[config.mk]
export PLATFORM = sky130hd
export DESIGN_NAME = can_frame_ascii_encoder_unit_flat
export DESIGN_NICKNAME = d
export VERILOG_FILES = /design/src/hdl/cfae_pkg.sv /design/src/hdl/cfae_if.sv /design/src/hdl/cfae_ctrl.sv /design/src/hdl/cfae_dpath.sv /design/src/hdl/can_frame_ascii_encoder_unit.sv /design/src/flat_wrapper.sv
export SDC_FILE = /design/constraint.sdc
export NUM_CORES = 1
export LEC_CHECK = 0
export ABC_AREA = 1
export BUFFER_PORTS_ARGS = -buffer_cell sky130_fd_sc_hd__buf_2
export CAP_MARGIN = 0
export CORE_MARGIN = 1.5
export CORE_UTILIZATION = 58
export DETAILED_ROUTE_END_ITERATION = 10
export GPL_TIMING_DRIVEN = 0
export PLACE_DENSITY_LB_ADDON = 0.2
export SYNTH_ARGS = -nofsm -noshare
export SYNTH_HDL_FRONTEND = slang
export SYNTH_SLANG_ARGS = --single-unit
[constraint.sdc]
create_clock -name i_clk -period 13 [get_ports i_clk]
set_input_delay 0.65 -clock i_clk [delete_from_list [all_inputs] [get_ports i_clk]]
set_output_delay 0.65 -clock i_clk [all_outputs]
set_load 0.02 [all_outputs]
[src/hdl/cfae_pkg.sv]
`timescale 1ns / 1ps

package cfae_pkg;

    localparam int MAX_DATA_BYTES_DEF = 8;

    localparam int STEP_W = 5;

    // Encoder step numbers
    localparam logic [STEP_W-1:0] STEP_TYPE   = 5'd0;
    localparam logic [STEP_W-1:0] STEP_ID_EXT = 5'd1;
    localparam logic [STEP_W-1:0] STEP_ID_STD = 5'd6;
    localparam logic [STEP_W-1:0] STEP_DLC    = 5'd9;
    localparam logic [STEP_W-1:0] STEP_DATA   = 5'd10;
    localparam logic [STEP_W-1:0] STEP_STAMP  = 5'd26;
    localparam logic [STEP_W-1:0] STEP_CR     = 5'd30;

    localparam logic [7:0] CHAR_CR  = 8'h0D;
    localparam logic [7:0] CHAR_0   = 8'h30;
    localparam logic [7:0] CHAR_A   = 8'h41;
    localparam logic [7:0] CHAR_T_U = 8'h54;
    localparam logic [7:0] CHAR_T_L = 8'h74;
    localparam logic [7:0] CHAR_R_U = 8'h52;
    localparam logic [7:0] CHAR_R_L = 8'h72;

    typedef enum logic {
        ST_IDLE,
        ST_RUN
    } t_state;

    typedef struct packed {
        logic              load;
        logic              emit;
        logic              last;
        logic [STEP_W-1:0] step;
    } t_dp_cmd;

    typedef struct packed {
        logic       ext;
        logic       rtr;
        logic [3:0] nbytes;
        logic       out_free;
    } t_dp_status;

    function automatic logic [7:0] hex_char(input logic [3:0] v);
        logic [7:0] c;
        if (v > 4'd9) begin
            c = CHAR_A + 8'(v) - 8'd10;
        end else begin
            c = CHAR_0 + 8'(v);
        end
        return c;
    endfunction

endpackage

[src/hdl/cfae_if.sv]
`timescale 1ns / 1ps

interface cfae_frame_if;
    logic        valid;
    logic        ready;
    logic [28:0] frame_id;
    logic        is_extended;
    logic        is_remote;
    logic [3:0]  length_code;
    logic [63:0] payload;
    logic [15:0] stamp;

    modport source (output valid, frame_id, is_extended, is_remote, length_code, payload,
                    stamp, input ready);
    modport sink (input valid, frame_id, is_extended, is_remote, length_code, payload,
                  stamp, output ready);
endinterface

interface cfae_char_if;
    logic       valid;
    logic       ready;
    logic [7:0] ascii_char;
    logic       end_of_line;

    modport source (output valid, ascii_char, end_of_line, input ready);
    modport sink (input valid, ascii_char, end_of_line, output ready);
endinterface

interface cfae_cfg_if;
    logic valid;
    logic ready;
    logic timestamp_enable;

    modport source (output valid, timestamp_enable, input ready);
    modport sink (input valid, timestamp_enable, output ready);
endinterface

[src/hdl/cfae_ctrl.sv]
`timescale 1ns / 1ps

module cfae_ctrl (
    input  logic                i_clk,
    input  logic                i_rst_n,
    input  logic                i_frame_valid,
    output logic                o_frame_ready,
    input  logic                i_cfg_valid,
    input  logic                i_cfg_data,
    input  cfae_pkg::t_dp_status i_status,
    output cfae_pkg::t_dp_cmd    o_cmd
);
    import cfae_pkg::*;

    t_state            r_state, n_state;
    logic [STEP_W-1:0] r_step, n_step;
    logic              r_ts_en;
    logic              last_step;
    logic [STEP_W-1:0] adv_step;

    always_ff @(posedge i_clk) begin
        if (!i_rst_n) begin
            r_state <= ST_IDLE;
            r_step  <= STEP_TYPE;
            r_ts_en <= 1'b0;
        end else begin
            r_state <= n_state;
            r_step  <= n_step;
            if (i_cfg_valid) begin
                r_ts_en <= i_cfg_data;
            end
        end
    end

    // Carriage return closes the line once the timestamp digits are done or skipped
    assign last_step = (r_step >= STEP_STAMP) && (!r_ts_en || r_step == STEP_CR);

    always_comb begin
        adv_step = r_step + 5'd1;
        if (r_step == STEP_TYPE) begin
            adv_step = i_status.ext ? STEP_ID_EXT : STEP_ID_STD;
        end else if (r_step == STEP_DLC) begin
            if (i_status.rtr || i_status.nbytes == 4'd0) begin
                adv_step = STEP_STAMP;
            end
        end else if (r_step >= STEP_DATA && r_step < STEP_STAMP) begin
            // skip to the timestamp after the last data digit
            if (5'(r_step - STEP_DLC) >= {i_status.nbytes, 1'b0}) begin
                adv_step = STEP_STAMP;
            end
        end
    end

    always_comb begin
        n_state = r_state;
        unique case (r_state)
            ST_IDLE: begin
                if (i_frame_valid) begin
                    n_state = ST_RUN;
                end
            end
            ST_RUN: begin
                if (i_status.out_free && last_step) begin
                    n_state = ST_IDLE;
                end
            end
            default: n_state = ST_IDLE;
        endcase
    end

    always_comb begin
        o_frame_ready = 1'b0;
        o_cmd.load    = 1'b0;
        o_cmd.emit    = 1'b0;
        o_cmd.last    = last_step;
        o_cmd.step    = r_step;
        n_step        = r_step;
        unique case (r_state)
            ST_IDLE: begin
                o_frame_ready = 1'b1;
                o_cmd.load    = i_frame_valid;
                n_step        = STEP_TYPE;
            end
            ST_RUN: begin
                o_cmd.emit = i_status.out_free;
                if (i_status.out_free) begin
                    n_step = last_step ? STEP_TYPE : adv_step;
                end
            end
            default: n_step = STEP_TYPE;
        endcase
    end

endmodule

[src/hdl/cfae_dpath.sv]
`timescale 1ns / 1ps

module cfae_dpath #(
    parameter int MAX_DATA_BYTES = cfae_pkg::MAX_DATA_BYTES_DEF
) (
    input  logic                 i_clk,
    input  logic                 i_rst_n,
    input  cfae_pkg::t_dp_cmd    i_cmd,
    output cfae_pkg::t_dp_status o_status,
    input  logic [28:0]          i_frame_id,
    input  logic                 i_is_extended,
    input  logic                 i_is_remote,
    input  logic [3:0]           i_length_code,
    input  logic [63:0]          i_payload,
    input  logic [15:0]          i_stamp,
    output logic                 o_valid,
    input  logic                 i_ready,
    output logic [7:0]           o_ascii_char,
    output logic                 o_end_of_line
);
    import cfae_pkg::*;

    localparam logic [3:0] MaxBytes = 4'(MAX_DATA_BYTES);

    logic [28:0] r_id;
    logic [63:0] r_payload;
    logic [15:0] r_stamp;
    logic        r_ext;
    logic        r_rtr;
    logic [3:0]  r_dlc;
    logic        r_valid;
    logic [7:0]  r_char;
    logic        r_eol;

    logic [31:0] id_wide;
    logic [2:0]  id_k;
    logic [3:0]  data_k;
    logic [1:0]  stamp_k;
    logic [3:0]  nibble;
    logic [7:0]  n_char;

    always_ff @(posedge i_clk) begin
        if (i_cmd.load) begin
            r_id      <= i_frame_id;
            r_payload <= i_payload;
            r_stamp   <= i_stamp;
            r_ext     <= i_is_extended;
            r_rtr     <= i_is_remote;
            r_dlc     <= i_length_code;
        end
        if (i_cmd.emit) begin
            r_char <= n_char;
            r_eol  <= i_cmd.last;
        end
    end

    always_ff @(posedge i_clk) begin
        if (!i_rst_n) begin
            r_valid <= 1'b0;
        end else if (i_cmd.emit) begin
            r_valid <= 1'b1;
        end else if (i_ready) begin
            r_valid <= 1'b0;
        end
    end

    assign id_wide = {3'b000, r_id};
    assign id_k    = 3'(i_cmd.step - STEP_ID_EXT);
    assign data_k  = 4'(i_cmd.step - STEP_DATA);
    assign stamp_k = 2'(i_cmd.step - STEP_STAMP);

    // Most significant nibble first: nibble k sits at shift 4*(last - k)
    always_comb begin
        if (i_cmd.step < STEP_DLC) begin
            nibble = 4'(id_wide >> {~id_k, 2'b00});
        end else if (i_cmd.step == STEP_DLC) begin
            nibble = r_dlc;
        end else if (i_cmd.step < STEP_STAMP) begin
            nibble = 4'(r_payload >> {~data_k, 2'b00});
        end else begin
            nibble = 4'(r_stamp >> {~stamp_k, 2'b00});
        end
    end

    always_comb begin
        if (i_cmd.last) begin
            n_char = CHAR_CR;
        end else if (i_cmd.step == STEP_TYPE) begin
            if (r_ext) begin
                n_char = r_rtr ? CHAR_R_U : CHAR_T_U;
            end else begin
                n_char = r_rtr ? CHAR_R_L : CHAR_T_L;
            end
        end else begin
            n_char = hex_char(nibble);
        end
    end

    assign o_status.ext      = r_ext;
    assign o_status.rtr      = r_rtr;
    assign o_status.nbytes   = (r_dlc > MaxBytes) ? MaxBytes : r_dlc;
    assign o_status.out_free = !r_valid || i_ready;

    assign o_valid       = r_valid;
    assign o_ascii_char  = r_char;
    assign o_end_of_line = r_eol;

endmodule

[src/hdl/can_frame_ascii_encoder_unit.sv]
`timescale 1ns / 1ps
// After the frame transfer, the type letter is registered into the output register
// once that register is free. Throughput: one character per cycle from the step
// sequencer while the receiver accepts, for a frame of 6 to 31 characters; the next
// frame is taken while the carriage return still waits in the output register.
// Reset (synchronous, active low) empties the output register, idles the
// sequencer and clears the timestamp enable.

module can_frame_ascii_encoder_unit #(
    parameter int MAX_DATA_BYTES = cfae_pkg::MAX_DATA_BYTES_DEF
) (
    input  logic         i_clk,
    input  logic         i_rst_n,
    cfae_frame_if.sink   i_frame,
    cfae_cfg_if.sink     i_cfg,
    cfae_char_if.source  o_char
);
    import cfae_pkg::*;

    t_dp_cmd    cmd;
    t_dp_status status;
    logic       frame_ready;

    assign i_cfg.ready   = 1'b1;
    assign i_frame.ready = frame_ready;

    cfae_ctrl u_ctrl (
        .i_clk         (i_clk),
        .i_rst_n       (i_rst_n),
        .i_frame_valid (i_frame.valid),
        .o_frame_ready (frame_ready),
        .i_cfg_valid   (i_cfg.valid),
        .i_cfg_data    (i_cfg.timestamp_enable),
        .i_status      (status),
        .o_cmd         (cmd)
    );

    cfae_dpath #(
        .MAX_DATA_BYTES (MAX_DATA_BYTES)
    ) u_dpath (
        .i_clk         (i_clk),
        .i_rst_n       (i_rst_n),
        .i_cmd         (cmd),
        .o_status      (status),
        .i_frame_id    (i_frame.frame_id),
        .i_is_extended (i_frame.is_extended),
        .i_is_remote   (i_frame.is_remote),
        .i_length_code (i_frame.length_code),
        .i_payload     (i_frame.payload),
        .i_stamp       (i_frame.stamp),
        .o_valid       (o_char.valid),
        .i_ready       (o_char.ready),
        .o_ascii_char  (o_char.ascii_char),
        .o_end_of_line (o_char.end_of_line)
    );

endmodule

[src/flat_wrapper.sv]
// flat-port wrapper written by rule: the top's interface ports become plain ports
module can_frame_ascii_encoder_unit_flat import cfae_pkg::*;
#(
    parameter int MAX_DATA_BYTES = cfae_pkg::MAX_DATA_BYTES_DEF
)
  (i_clk, i_rst_n, i_frame_valid, i_frame_frame_id, i_frame_is_extended, i_frame_is_remote, i_frame_length_code, i_frame_payload, i_frame_stamp, i_frame_ready, i_cfg_valid, i_cfg_timestamp_enable, i_cfg_ready, o_char_valid, o_char_ascii_char, o_char_end_of_line, o_char_ready);
  cfae_frame_if i_frame_i ();
  cfae_cfg_if i_cfg_i ();
  cfae_char_if o_char_i ();
  input  logic i_clk;
  input  logic i_rst_n;
  input wire logic [$bits(i_frame_i.valid)-1:0] i_frame_valid;
  input wire logic [$bits(i_frame_i.frame_id)-1:0] i_frame_frame_id;
  input wire logic [$bits(i_frame_i.is_extended)-1:0] i_frame_is_extended;
  input wire logic [$bits(i_frame_i.is_remote)-1:0] i_frame_is_remote;
  input wire logic [$bits(i_frame_i.length_code)-1:0] i_frame_length_code;
  input wire logic [$bits(i_frame_i.payload)-1:0] i_frame_payload;
  input wire logic [$bits(i_frame_i.stamp)-1:0] i_frame_stamp;
  output wire logic [$bits(i_frame_i.ready)-1:0] i_frame_ready;
  input wire logic [$bits(i_cfg_i.valid)-1:0] i_cfg_valid;
  input wire logic [$bits(i_cfg_i.timestamp_enable)-1:0] i_cfg_timestamp_enable;
  output wire logic [$bits(i_cfg_i.ready)-1:0] i_cfg_ready;
  output wire logic [$bits(o_char_i.valid)-1:0] o_char_valid;
  output wire logic [$bits(o_char_i.ascii_char)-1:0] o_char_ascii_char;
  output wire logic [$bits(o_char_i.end_of_line)-1:0] o_char_end_of_line;
  input wire logic [$bits(o_char_i.ready)-1:0] o_char_ready;
  assign i_frame_i.valid = i_frame_valid;
  assign i_frame_i.frame_id = i_frame_frame_id;
  assign i_frame_i.is_extended = i_frame_is_extended;
  assign i_frame_i.is_remote = i_frame_is_remote;
  assign i_frame_i.length_code = i_frame_length_code;
  assign i_frame_i.payload = i_frame_payload;
  assign i_frame_i.stamp = i_frame_stamp;
  assign i_frame_ready = i_frame_i.ready;
  assign i_cfg_i.valid = i_cfg_valid;
  assign i_cfg_i.timestamp_enable = i_cfg_timestamp_enable;
  assign i_cfg_ready = i_cfg_i.ready;
  assign o_char_valid = o_char_i.valid;
  assign o_char_ascii_char = o_char_i.ascii_char;
  assign o_char_end_of_line = o_char_i.end_of_line;
  assign o_char_i.ready = o_char_ready;
  can_frame_ascii_encoder_unit #(.MAX_DATA_BYTES(MAX_DATA_BYTES)) u_core (.i_clk(i_clk), .i_rst_n(i_rst_n), .i_frame(i_frame_i), .i_cfg(i_cfg_i), .o_char(o_char_i));
endmodule
==> flow_metrics.tcl, run 1 <==
set metrics [dict create \
    status "finished, final reports clean" \
    maxCapViolCount 0 \
    synth_area_per_cell_um2 10.8 \
    finalCritPeriodShare 0.292 \
    clockBufferDepth 2 \
    r2r-end "u_core.u_dpath.o_ascii_char[1]$_SDFFCE_PP0P_" \
    grt_pass1_vias 4379 \
    worstPathMaxFanout 13 \
    reg2reg_slack_ns 9.20 \
    vias 4394 \
    finalWorstSetupSlack_ns 9.20 \
    ctsResizeCount 0 \
    grt_overflow 0 \
    wl_mm 13.0 \
    synth_cell_types 33 \
    path_clk_slew_ns 0.06 \
    fmax_mhz 263 \
    instances_no_fill 843 \
    min_path_type "input pin to register" \
    synth_fp_nets 680 \
    slew_headroom 0.485 \
    mostFrequentLayoutCell "buf_2" \
    min-delay-start "i_frame_frame_id[26]" \
    synth.area.top_cells "edfxtp_1 (63%), nand2_1 (7.4%), inv_1 (3.8%), nor2_1 (3.6%), nand3_1 (3.5%)" \
    arrival_ns 4.08 \
    grtUsageTotal 0.257 \
    fin_crit_ns 3.80 \
    yosys.area.top_type_share 0.626 \
    tightest_slew_ns 0.770 \
    seq_area_frac_synth 0.654 \
    gr-usage-met1 0.317 \
    path_common_cell "inv_1" \
    grt_pass1_wl_mm 21.2 \
    nets 832 \
    row_count 36 \
    cp_slowest_cell "dfxtp_1" \
    holdWs_ns 0.296 \
    antennaDiodeCount 0 \
    max_stage_delay_ns 0.41 \
    min_to "u_core.u_dpath.r_id[26]$_DFFE_PP_" \
    final_cell_mix "buf_2 (138), edfxtp_1 (123), nand2_1 (116)" \
    drtAntennaViolNets 0 \
    die_area_mm2 0.0108 \
    dpl.cell_count 811 \
    pre_cts_ws_ns 9.35 \
    endpoint_kind "register" \
    timing.critical_path.cells "buf_2, inv_4, buf_4, ha_1, clkbuf_1, inv_1, o21ai_0, o211ai_1, o211ai_1, nand2_1, inv_1, ha_1, or2_2, nand3_2, nand2_2, nand3_1, nand3_1, nand2_1, inv_1" \
    drive_gt1_frac 0.280 \
    synth-async-reset-ratio 0 \
    grt_util_met2 0.430 \
    dp_hpwl_mm 9.11 \
    postCtsSetupBuffers 0 \
    gr-usage-met3 0.0667 \
    initial_core_util 0.601 \
    critPathTopFamily "buffers and inverters" \
    hold_viol_final 0 \
    first_pass_iters 5 \
    slew_viol_final 0 \
    utilization 0.759 \
    numCtsBuffers 17 \
    clkLatencyLatePin_ns 0.52 \
    grt_max_degree 40 \
    gp_congestion 0.862 \
    crit_buf_inv 7 \
    path_class "register to register" \
    drc_errors 0 \
    worstPathRequired_ns 13.28 \
    setup_tns_ns 0 \
    yosys_warnings 0 \
    clock_sinks 131 \
    die_y_um 104 \
    rsz0062_at_grt "no" \
    dr.first_iter.drc_count 400 \
    htree_num_levels 4 \
    power_density_mw_per_mm2 157 \
    top_usage_layer "met2" \
    port_buffers 130 \
    ys.flop_type "edfxtp_1" \
    setup_viol 0 \
    regToRegStartpoint "u_core.u_ctrl.r_step[1]$_SDFFE_PN0P_" \
    leakagePower_nw 3.25 \
    io_pins 133 \
    ys_seq_elements 131 \
    core-area_mm2 0.00982 \
    yosysTopAreaCell "edfxtp_1" \
    cp-start-kind "register" \
    fillers 668 \
    hold_depth 1 \
    root_buffer "clkbuf_8" \
    fin_worst_skew_ns 0.00582 \
    die_w_um 104 \
    wire_per_inst_um 15.5 \
    hold_buffers 0 \
    synth_edf_count 123 \
    syn-instance-count 545 \
    ir_drop_v 0.000103 \
    area_growth_pct 26.5 \
    grt_antenna_before_repair 0 \
    drt-vias-per-instance 5.21 \
    tritoncts "built" \
    reg2reg_depth 19 \
    syn-cell-area_mm2 0.00590 \
]
==> where the power goes <==
part	internal, mW	switching (mW)	leakage [nW]	total (mW)
Combinational	0.0472	0.0785	1.68	0.126
Sequential	0.490	0.00723	1.23	0.498
Clock	0.369	0.175	0.328	0.545
==> synthesized netlist by cell type, drive strengths merged, types with 2 or more instances <==
master  number
edfxtp     123
nand2      118
inv         64
nor2        61
o21ai       47
nand3       42
buf         20
a21oi       18
ha          14
o211ai      12
dfxtp        8
o221ai       4
xor2         3
conb         2
o22ai        2
==> worst register-to-register path: stages (launching register included) <==
cell and delay, ns:
dfxtp_1 0.41, buf_2 0.24, inv_4 0.08, buf_4 0.20, ha_1 0.31, clkbuf_1 0.25
inv_1 0.34, o21ai_0 0.17, o211ai_1 0.22, o211ai_1 0.11, nand2_1 0.14, inv_1 0.08
ha_1 0.21, or2_2 0.31, nand3_2 0.10, nand2_2 0.09, nand3_1 0.09, nand3_1 0.08
nand2_1 0.06, inv_1 0.04
==> per-layer routing <==
layer	vias to the layer above	wire, µm
met5	-	0
met4	0	282
met3	27	870
met2	188	6530
met1	2015	5340
li1	2164	-
==> worst max-delay path by stage <==
stage | endpoint | startpoint | slack, ns | cells past startpoint
after floorplan | u_core.u_dpath.r_dlc[0]$_DFFE_PP_ | i_frame_valid | 6.91 | 2
after global placement | u_core.u_dpath.r_payload[3]$_DFFE_PP_ | i_frame_valid | 5.23 | 3
final | u_core.u_dpath.o_ascii_char[1]$_SDFFCE_PP0P_ | u_core.u_ctrl.r_step[1]$_SDFFE_PN0P_ | 9.20 | 19
after global routing | u_core.u_dpath.o_ascii_char[1]$_SDFFCE_PP0P_ | u_core.u_ctrl.r_step[0]$_SDFFE_PN0P_ | 8.95 | 20
after detailed placement | u_core.u_dpath.o_ascii_char[1]$_SDFFCE_PP0P_ | u_core.u_ctrl.r_step[1]$_SDFFE_PN0P_ | 9.35 | 19
after CTS | u_core.u_dpath.o_ascii_char[1]$_SDFFCE_PP0P_ | u_core.u_ctrl.r_step[1]$_SDFFE_PN0P_ | 9.27 | 19
==> cell type report <==
class	instances	area, µm²	area share
plain buffers	21	149	0.0200
clock buffers	18	418	0.0560
clock inverters	14	258	0.0346
inverters	64	243	0.0326
multi-input cells	329	1660	0.222
flip-flops and latches	131	3850	0.517
well taps	133	166	0.0223
repair buffers	133	711	0.0953
==> per-stage QoR <==
step / total power [mW] / area (µm²)
5_1_grt: 1.21 / 7460
4_1_cts: 1.17 / 7460
3_5_place_dp: 0.629 / 6780
6_report: 1.17 / 7460
2_1_floorplan: 0.583 / 5900
3_3_place_gp: 0.625 / 6710
==> state kept, by name (all words and copies together) (netlist names) <==
signal	flops
u_core.u_dpath.r_stamp	16
u_core.u_dpath.r_payload	64
u_core.u_dpath.r_rtr	1
u_core.u_dpath.r_ext	1
u_core.u_ctrl.r_ts_en	1
u_core.u_ctrl.r_step	5
u_core.u_dpath.o_valid	1
u_core.u_dpath.o_ascii_char	7
u_core.u_dpath.r_id	29
u_core.u_dpath.o_end_of_line	1
u_core.u_ctrl.r_state	1
u_core.u_dpath.r_dlc	4
==> kinds of logic after synthesis <==
logic type                 after synthesis  synth area share
AOI/OAI and AO/OA                       85            0.0855
and+or+nand+nor                        224             0.158
other                                    2           0.00127
xor gates and xnor gates                 4           0.00594
DFF                                    131             0.654
adders and majority gates               14            0.0297
buffers and inverters                   85            0.0664
Power figures use the tool's default switching activity.
==> run 2, diff against run 1 <==
--- a/config.mk
+++ b/config.mk
@@ -9,7 +9,7 @@
 export BUFFER_PORTS_ARGS = -buffer_cell sky130_fd_sc_hd__buf_2
 export CAP_MARGIN = 0
 export CORE_MARGIN = 1.5
-export CORE_UTILIZATION = 58
+export CORE_UTILIZATION = 49
 export DETAILED_ROUTE_END_ITERATION = 10
 export GPL_TIMING_DRIVEN = 0
 export PLACE_DENSITY_LB_ADDON = 0.2
==> constraint.sdc (replaced) <==
create_clock -name i_clk -period 3.15 [get_ports i_clk]
set_input_delay 0.1575 -clock i_clk [delete_from_list [all_inputs] [get_ports i_clk]]
set_output_delay 0.1575 -clock i_clk [all_outputs]
set_load 0.02 [all_outputs]
==> flow_metrics.tcl, run 2 (synthesized netlist as in run 1, its figures left out) <==
set metrics [dict create \
    initial_core_util 0.510 \
    path_class "register to register" \
    drtAntennaViolNets 0 \
    max_stage_delay_ns 0.41 \
    grt_pass1_wl_mm 26.0 \
    io_pins 133 \
    first_pass_iters 5 \
    reg2reg_slack_ns 0.18 \
    die_w_um 113 \
    die_y_um 113 \
    nets 962 \
    slew_viol_final 0 \
    clkLatencyLatePin_ns 0.43 \
    worstPathRequired_ns 3.34 \
    cp_num_cells 20 \
    cp-start-kind "register" \
    maxCapViolCount 0 \
    tritoncts "built" \
    min_path_type "input pin to register" \
    path_clk_slew_ns 0.06 \
    fin_worst_skew_ns 0.0103 \
    slew_headroom 0.491 \
    row_count 39 \
    numCtsBuffers 17 \
    wl_mm 16.6 \
    top_regs "u_core.u_dpath.r_payload (64), u_core.u_dpath.r_id (29), u_core.u_dpath.r_stamp (16)" \
    grt_overflow 0 \
    grtUsageTotal 0.275 \
    core-area_mm2 0.0116 \
    finalCritPeriodShare 0.944 \
    timing.critical_path.cells "inv_8, ha_1, buf_6, buf_4, o211ai_1, nand2_1, nand2_1, nand3_1, nand2_1, nand2_1, nand2_2, inv_2, ha_2, or2_2, nand3_4, nand2_4, nand3_1, nand3_1, nand2_1, inv_1" \
    instances_no_fill 983 \
    wire_per_inst_um 16.9 \
    port_buffers 130 \
    dr.first_iter.drc_count 368 \
    grt_antenna_before_repair 0 \
    die_area_mm2 0.0127 \
    grt_max_degree 38 \
    fin_crit_ns 2.97 \
    arrival_ns 3.16 \
    reg2reg_depth 20 \
    hold_viol_final 0 \
    design_area_mm2 0.00874 \
    dp_hpwl_mm 9.02 \
    clock_sinks 131 \
    gp_congestion 0.820 \
    dpl.cell_count 821 \
    root_buffer "clkbuf_16" \
    clockBufferDepth 2 \
    drc_errors 0 \
    multi_input_area_mm2 0.00169 \
    setup_viol 0 \
    fillers 756 \
    tightest_slew_ns 0.762 \
    worstPathMaxFanout 21 \
    drive_gt1_frac 0.263 \
    leakagePower_nw 3.78 \
    regArea_mm2 0.00386 \
    critPathTopFamily "simple AND/OR/NAND/NOR gates" \
    status "finished, final reports clean" \
    htree_num_levels 4 \
    crit_buf_inv 5 \
    mostFrequentLayoutCell "buf_2" \
    setup_tns_ns 0 \
    power_density_mw_per_mm2 543 \
    fmax_mhz 336 \
    final_cell_mix "buf_2 (136), edfxtp_1 (123), dlygate4sd3_1 (118)" \
    crit_end "u_core.u_dpath.o_ascii_char[1]$_SDFFCE_PP0P_" \
    antennaDiodeCount 0 \
    regToRegStartpoint "u_core.u_ctrl.r_step[1]$_SDFFE_PN0P_" \
    area_growth_pct 48.2 \
    drt-vias-per-instance 5.14 \
    postPlaceCellArea_mm2 0.00679 \
    r2r-end "u_core.u_dpath.o_ascii_char[1]$_SDFFCE_PP0P_" \
    ir_drop_v 0.000455 \
    path_common_cell "nand2_1" \
    grt_pass1_vias 5220 \
    top_register "u_core.u_dpath.r_payload" \
    cp_slowest_cell "dfxtp_4" \
    vias 5057 \
    startpoint "u_core.u_ctrl.r_step[1]$_SDFFE_PN0P_" \
    largest_reg_flops 64 \
    endpoint_kind "register" \
]
==> run 2: cell count changes in the layout (fill, tap and decap cells not counted), moves of 3 or more <==
cell | before | now
dlygate4sd3_1 | 0 | 118
buf_4 | 8 | 20
inv_1 | 59 | 55
bufinv_16 | 7 | 3
dfxtp_1 | 8 | 5
==> run 2: routing by layer <==
layer | part of all wire | vias up | global-route usage
met2 | 0.52 | 192 | 0.491
met5 | 0 | - | 0
li1 | - | 2417 | -
met4 | 0.026 | 0 | 0.114
met1 | 0.40 | 2413 | 0.322
met3 | 0.054 | 35 | 0.0611
==> run 2: power breakdown <==
part | total (mW) | internal, mW | switching [mW]
Clock | 1.99 | 1.24 | 0.756
Sequential | 2.06 | 2.02 | 0.0330
Combinational | 0.691 | 0.322 | 0.368
==> run 2: worst reg2reg max path, delay by kind of cell, from the launching register on <==
kind | cells | cell delay [ns]
AOI/OAI and AO/OA | 1 | 0.12
and+or+nand+nor | 12 | 1.24
DFF | 1 | 0.41
buffers and inverters | 5 | 0.50
adders and majority gates | 2 | 0.49
==> run 2: repair_timing <==
item                       in CTS  in global routing
pin swaps                       1                  6
setup endpoints to repair       8                  9
hold endpoints to repair      117                  0
setup buffers                   6                  9
cloned                          0                  0
hold buffers                  118                  0
resized for setup              13                 14
==> run 2: how the worst min path moves through the flow <==
stage | start | endpoint | slack [ns] | depth (start not counted)
after global routing | i_frame_valid | u_core.u_ctrl.r_state$_SDFF_PN0_ | 0.04 | 3
after floorplan | i_cfg_valid | u_core.u_ctrl.r_ts_en$_SDFFE_PN0P_ | 0.25 | 1
after detailed placement | i_frame_payload[15] | u_core.u_dpath.r_payload[15]$_DFFE_PP_ | 0.34 | 1
final | i_frame_valid | u_core.u_ctrl.r_state$_SDFF_PN0_ | 0.01 | 3
after CTS | i_frame_valid | u_core.u_ctrl.r_state$_SDFF_PN0_ | 0.004 | 3
after global placement | i_frame_payload[23] | u_core.u_dpath.r_payload[23]$_DFFE_PP_ | 0.33 | 1
==> run 2: layout make-up <==
| type | instances | share of cell area |
|---|---|---|
| timing repair buffer | 266 | 0.229 |
| clock inverter | 14 | 0.0185 |
| multi-input combinational | 329 | 0.194 |
| clock buffer | 18 | 0.0491 |
| tap | 143 | 0.0205 |
| inverter | 64 | 0.0291 |
| sequential | 131 | 0.442 |
| buffer | 18 | 0.0178 |
==> run 2: through the flow <==
step	utilization	setup WS, ns	hold slack [ns]	total power, mW
floorplan	-	0.153	0.251	2.40
global placement	0.582	-0.441	0.334	2.58
detailed placement	0.587	-0.462	0.336	2.60
CTS	0.747	0.00483	0.00405	4.70
global route	0.755	-0.0133	0.0411	4.90
finish	0.755	0.178	0.0146	4.74
==> run 3, diff against run 2 <==
--- a/config.mk
+++ b/config.mk
@@ -15,4 +15,5 @@
 export PLACE_DENSITY_LB_ADDON = 0.2
 export SYNTH_ARGS = -nofsm -noshare
 export SYNTH_HDL_FRONTEND = slang
+export SYNTH_HIERARCHICAL = 1
 export SYNTH_SLANG_ARGS = --single-unit
==> flow_metrics.tcl, run 3 <==
set metrics [dict create \
    grtUsageTotal 0.270 \
    final_cell_mix "buf_2 (136), edfxtp_1 (123), dlygate4sd3_1 (118)" \
    yosys_warnings 6 \
    fin_worst_skew_ns 0.00622 \
    min_path_type "input pin to register" \
    fmax_mhz 338 \
    clock_sinks 131 \
    arrival_ns 3.13 \
    grt_pass1_wl_mm 26.0 \
    grt_max_degree 39 \
    row_count 40 \
    synth_edf_count 123 \
    port_buffers 130 \
    largest_reg_flops 64 \
    grt_pass1_vias 5195 \
    gr-usage-met3 0.0670 \
    synth-async-reset-ratio 0 \
    numCtsBuffers 17 \
    die_y_um 113 \
    ys_seq_elements 131 \
    wire_per_inst_um 16.6 \
    wl_mm 16.5 \
    synth_fp_nets 701 \
    htree_num_levels 4 \
    drt-vias-per-instance 5.10 \
    seq_area_frac_synth 0.646 \
    tritoncts "built" \
    syn-instance-count 565 \
    drive_gt1_frac 0.244 \
    top_regs "u_core/u_dpath/r_payload (64), u_core/u_dpath/r_id (29), u_core/u_dpath/r_stamp (16)" \
    die_area_mm2 0.0128 \
    grt_overflow 0 \
    maxCapViolCount 0 \
    cp_slowest_cell "dfxtp_4" \
    max_stage_delay_ns 0.40 \
    synth.area.top_cells "edfxtp_1 (62%), nand2_1 (6.7%), nor2_1 (4.8%), inv_1 (3.8%), o21ai_0 (3.5%)" \
    timing.critical_path.cells "inv_6, buf_6, ha_2, inv_2, o21ai_0, o22ai_1, nand2_1, nand3_1, nand2_1, inv_1, ha_1, nor2_1, inv_1, nand3_2, a21oi_1, nor2_1" \
    status "finished, final reports clean" \
    worstPathMaxFanout 18 \
    slew_headroom 0.500 \
    first_pass_iters 5 \
    synth.most_common_cell "edfxtp_1" \
    top_usage_layer "met2" \
    path_clk_slew_ns 0.06 \
    grt_antenna_before_repair 0 \
    mostFrequentLayoutCell "buf_2" \
    worstPathRequired_ns 3.32 \
    die_w_um 113 \
    crit_buf_inv 5 \
    antennaDiodeCount 0 \
    clockBufferDepth 2 \
    top_register "u_core/u_dpath/r_payload" \
    hold_viol_final 0 \
    dp_hpwl_mm 9.47 \
    reg2reg_slack_ns 0.20 \
    tightest_slew_ns 0.749 \
    synth_commonest_cells "edfxtp_1 (123), nand2_1 (106), nor2_1 (76), inv_1 (61), o21ai_0 (42)" \
    root_buffer "clkbuf_16" \
    setup_viol 0 \
    ys.flop_type "edfxtp_1" \
    finalCritPeriodShare 0.938 \
    design_area_mm2 0.00875 \
    ir_drop_v 0.000378 \
    clkLatencyLatePin_ns 0.43 \
    critPathTopFamily "buffers and inverters" \
    dr.first_iter.drc_count 366 \
    initial_core_util 0.499 \
    yosysTopAreaCell "edfxtp_1" \
    nets 970 \
    synth_area_per_cell_um2 10.6 \
    yosys.area.top_type_share 0.619 \
    fin_crit_ns 2.95 \
    io_pins 133 \
    postPlaceCellArea_mm2 0.00687 \
    synth_cell_types 30 \
    drc_errors 0 \
    power_density_mw_per_mm2 561 \
    area_growth_pct 46.6 \
    rsz0062_at_grt "no" \
    syn-cell-area_mm2 0.00597 \
    gr-usage-met1 0.322 \
    leakagePower_nw 3.77 \
    cp-start-kind "register" \
    gp_congestion 0.819 \
    endpoint_kind "register" \
    core-area_mm2 0.0120 \
    path_class "register to register" \
    slew_viol_final 0 \
    grt_util_met2 0.481 \
    drtAntennaViolNets 0 \
    vias 5070 \
    setup_tns_ns 0 \
]
-- run 3: cell count changes after synthesis, sizes merged, moves of 5 or more --
| cell | previous run | this run |
|---|---|---|
| nor2 | 61 | 80 |
| o21ai | 47 | 52 |
| o22ai | 2 | 10 |
| nand2 | 118 | 110 |
| nand3 | 42 | 33 |
| o211ai | 12 | 3 |
-- run 3: path summary, 6_finish.rpt --
kind                                                      startpoint                                      endpoint  cells after the start
worst max-delay path            u_core/u_ctrl/r_step[0]$_SDFFE_PN0P_  u_core/u_dpath/o_ascii_char[6]$_SDFFCE_PP0P_                     16
worst min register to register   u_core/u_dpath/o_valid$_SDFFE_PN0P_           u_core/u_dpath/o_valid$_SDFFE_PN0P_                      2
worst max register to register  u_core/u_ctrl/r_step[0]$_SDFFE_PN0P_  u_core/u_dpath/o_ascii_char[6]$_SDFFCE_PP0P_                     16
worst min-delay path                                   i_frame_valid              u_core/u_ctrl/r_state$_SDFF_PN0_                      3
-- run 3: worst register-to-register path, delay by kind of cell, from the launching register on --
| family | cells | cell delay (ns) |
|---|---|---|
| compound gates | 3 | 0.54 |
| flops | 1 | 0.40 |
| buf+inv | 5 | 0.68 |
| fa+ha+maj | 2 | 0.51 |
| simple gates | 6 | 0.58 |
-- run 3: through the flow --
step | instances | total power [mW] | setup WS [ns] | hold slack, ns | utilization
after floorplan | 565 | 2.40 | 0.322 | 0.251 | -
after global placement | 842 | 2.58 | -0.527 | 0.334 | 0.569
after detailed placement | 845 | 2.61 | -0.570 | 0.336 | 0.574
after CTS | 993 | 4.89 | 0.0310 | 0.00272 | 0.729
after global routing | 994 | 5.07 | 0.0198 | 0.0437 | 0.731
final | 994 | 4.91 | 0.196 | 0.0113 | 0.731
-- run 3: cell families after synthesis --
group / share of synthesized area
other cells: 0.00126
fa+ha+maj: 0.0315
simple gates: 0.157
flops: 0.646
compound gates: 0.0843
xor+xnor: 0.0103
buf+inv: 0.0696
-- run 3: layout make-up --
class,instances,area (µm²)
fillers,787,3210
clock inverters,15,226
inverters,65,256
multi-input cells,343,1720
plain buffers,22,161
repair buffers,254,1910
well taps,147,184
clock buffers,17,425
flip-flops and latches,131,3860
-- run 3: where the power goes --
| part | switching [mW] | internal (mW) |
|---|---|---|
| registers | 0.0366 | 2.02 |
| logic | 0.355 | 0.302 |
| clock network | 0.782 | 1.41 |
-- run 3: timing repair --
item	4_1_cts	5_1_grt
pin swaps	0	0
hold buffers	118	0
endpoints found under the setup margin	7	6
hold endpoints to repair	117	0
resized for setup	7	8
setup buffers	2	1
-- run 3: layer usage --
layer | vias to the layer above | wire (µm) | part of all wire
met4 | 0 | 313 | 0.019
met2 | 209 | 8560 | 0.52
met3 | 36 | 989 | 0.060
met1 | 2378 | 6660 | 0.40
met5 | - | 0 | 0
li1 | 2447 | - | -
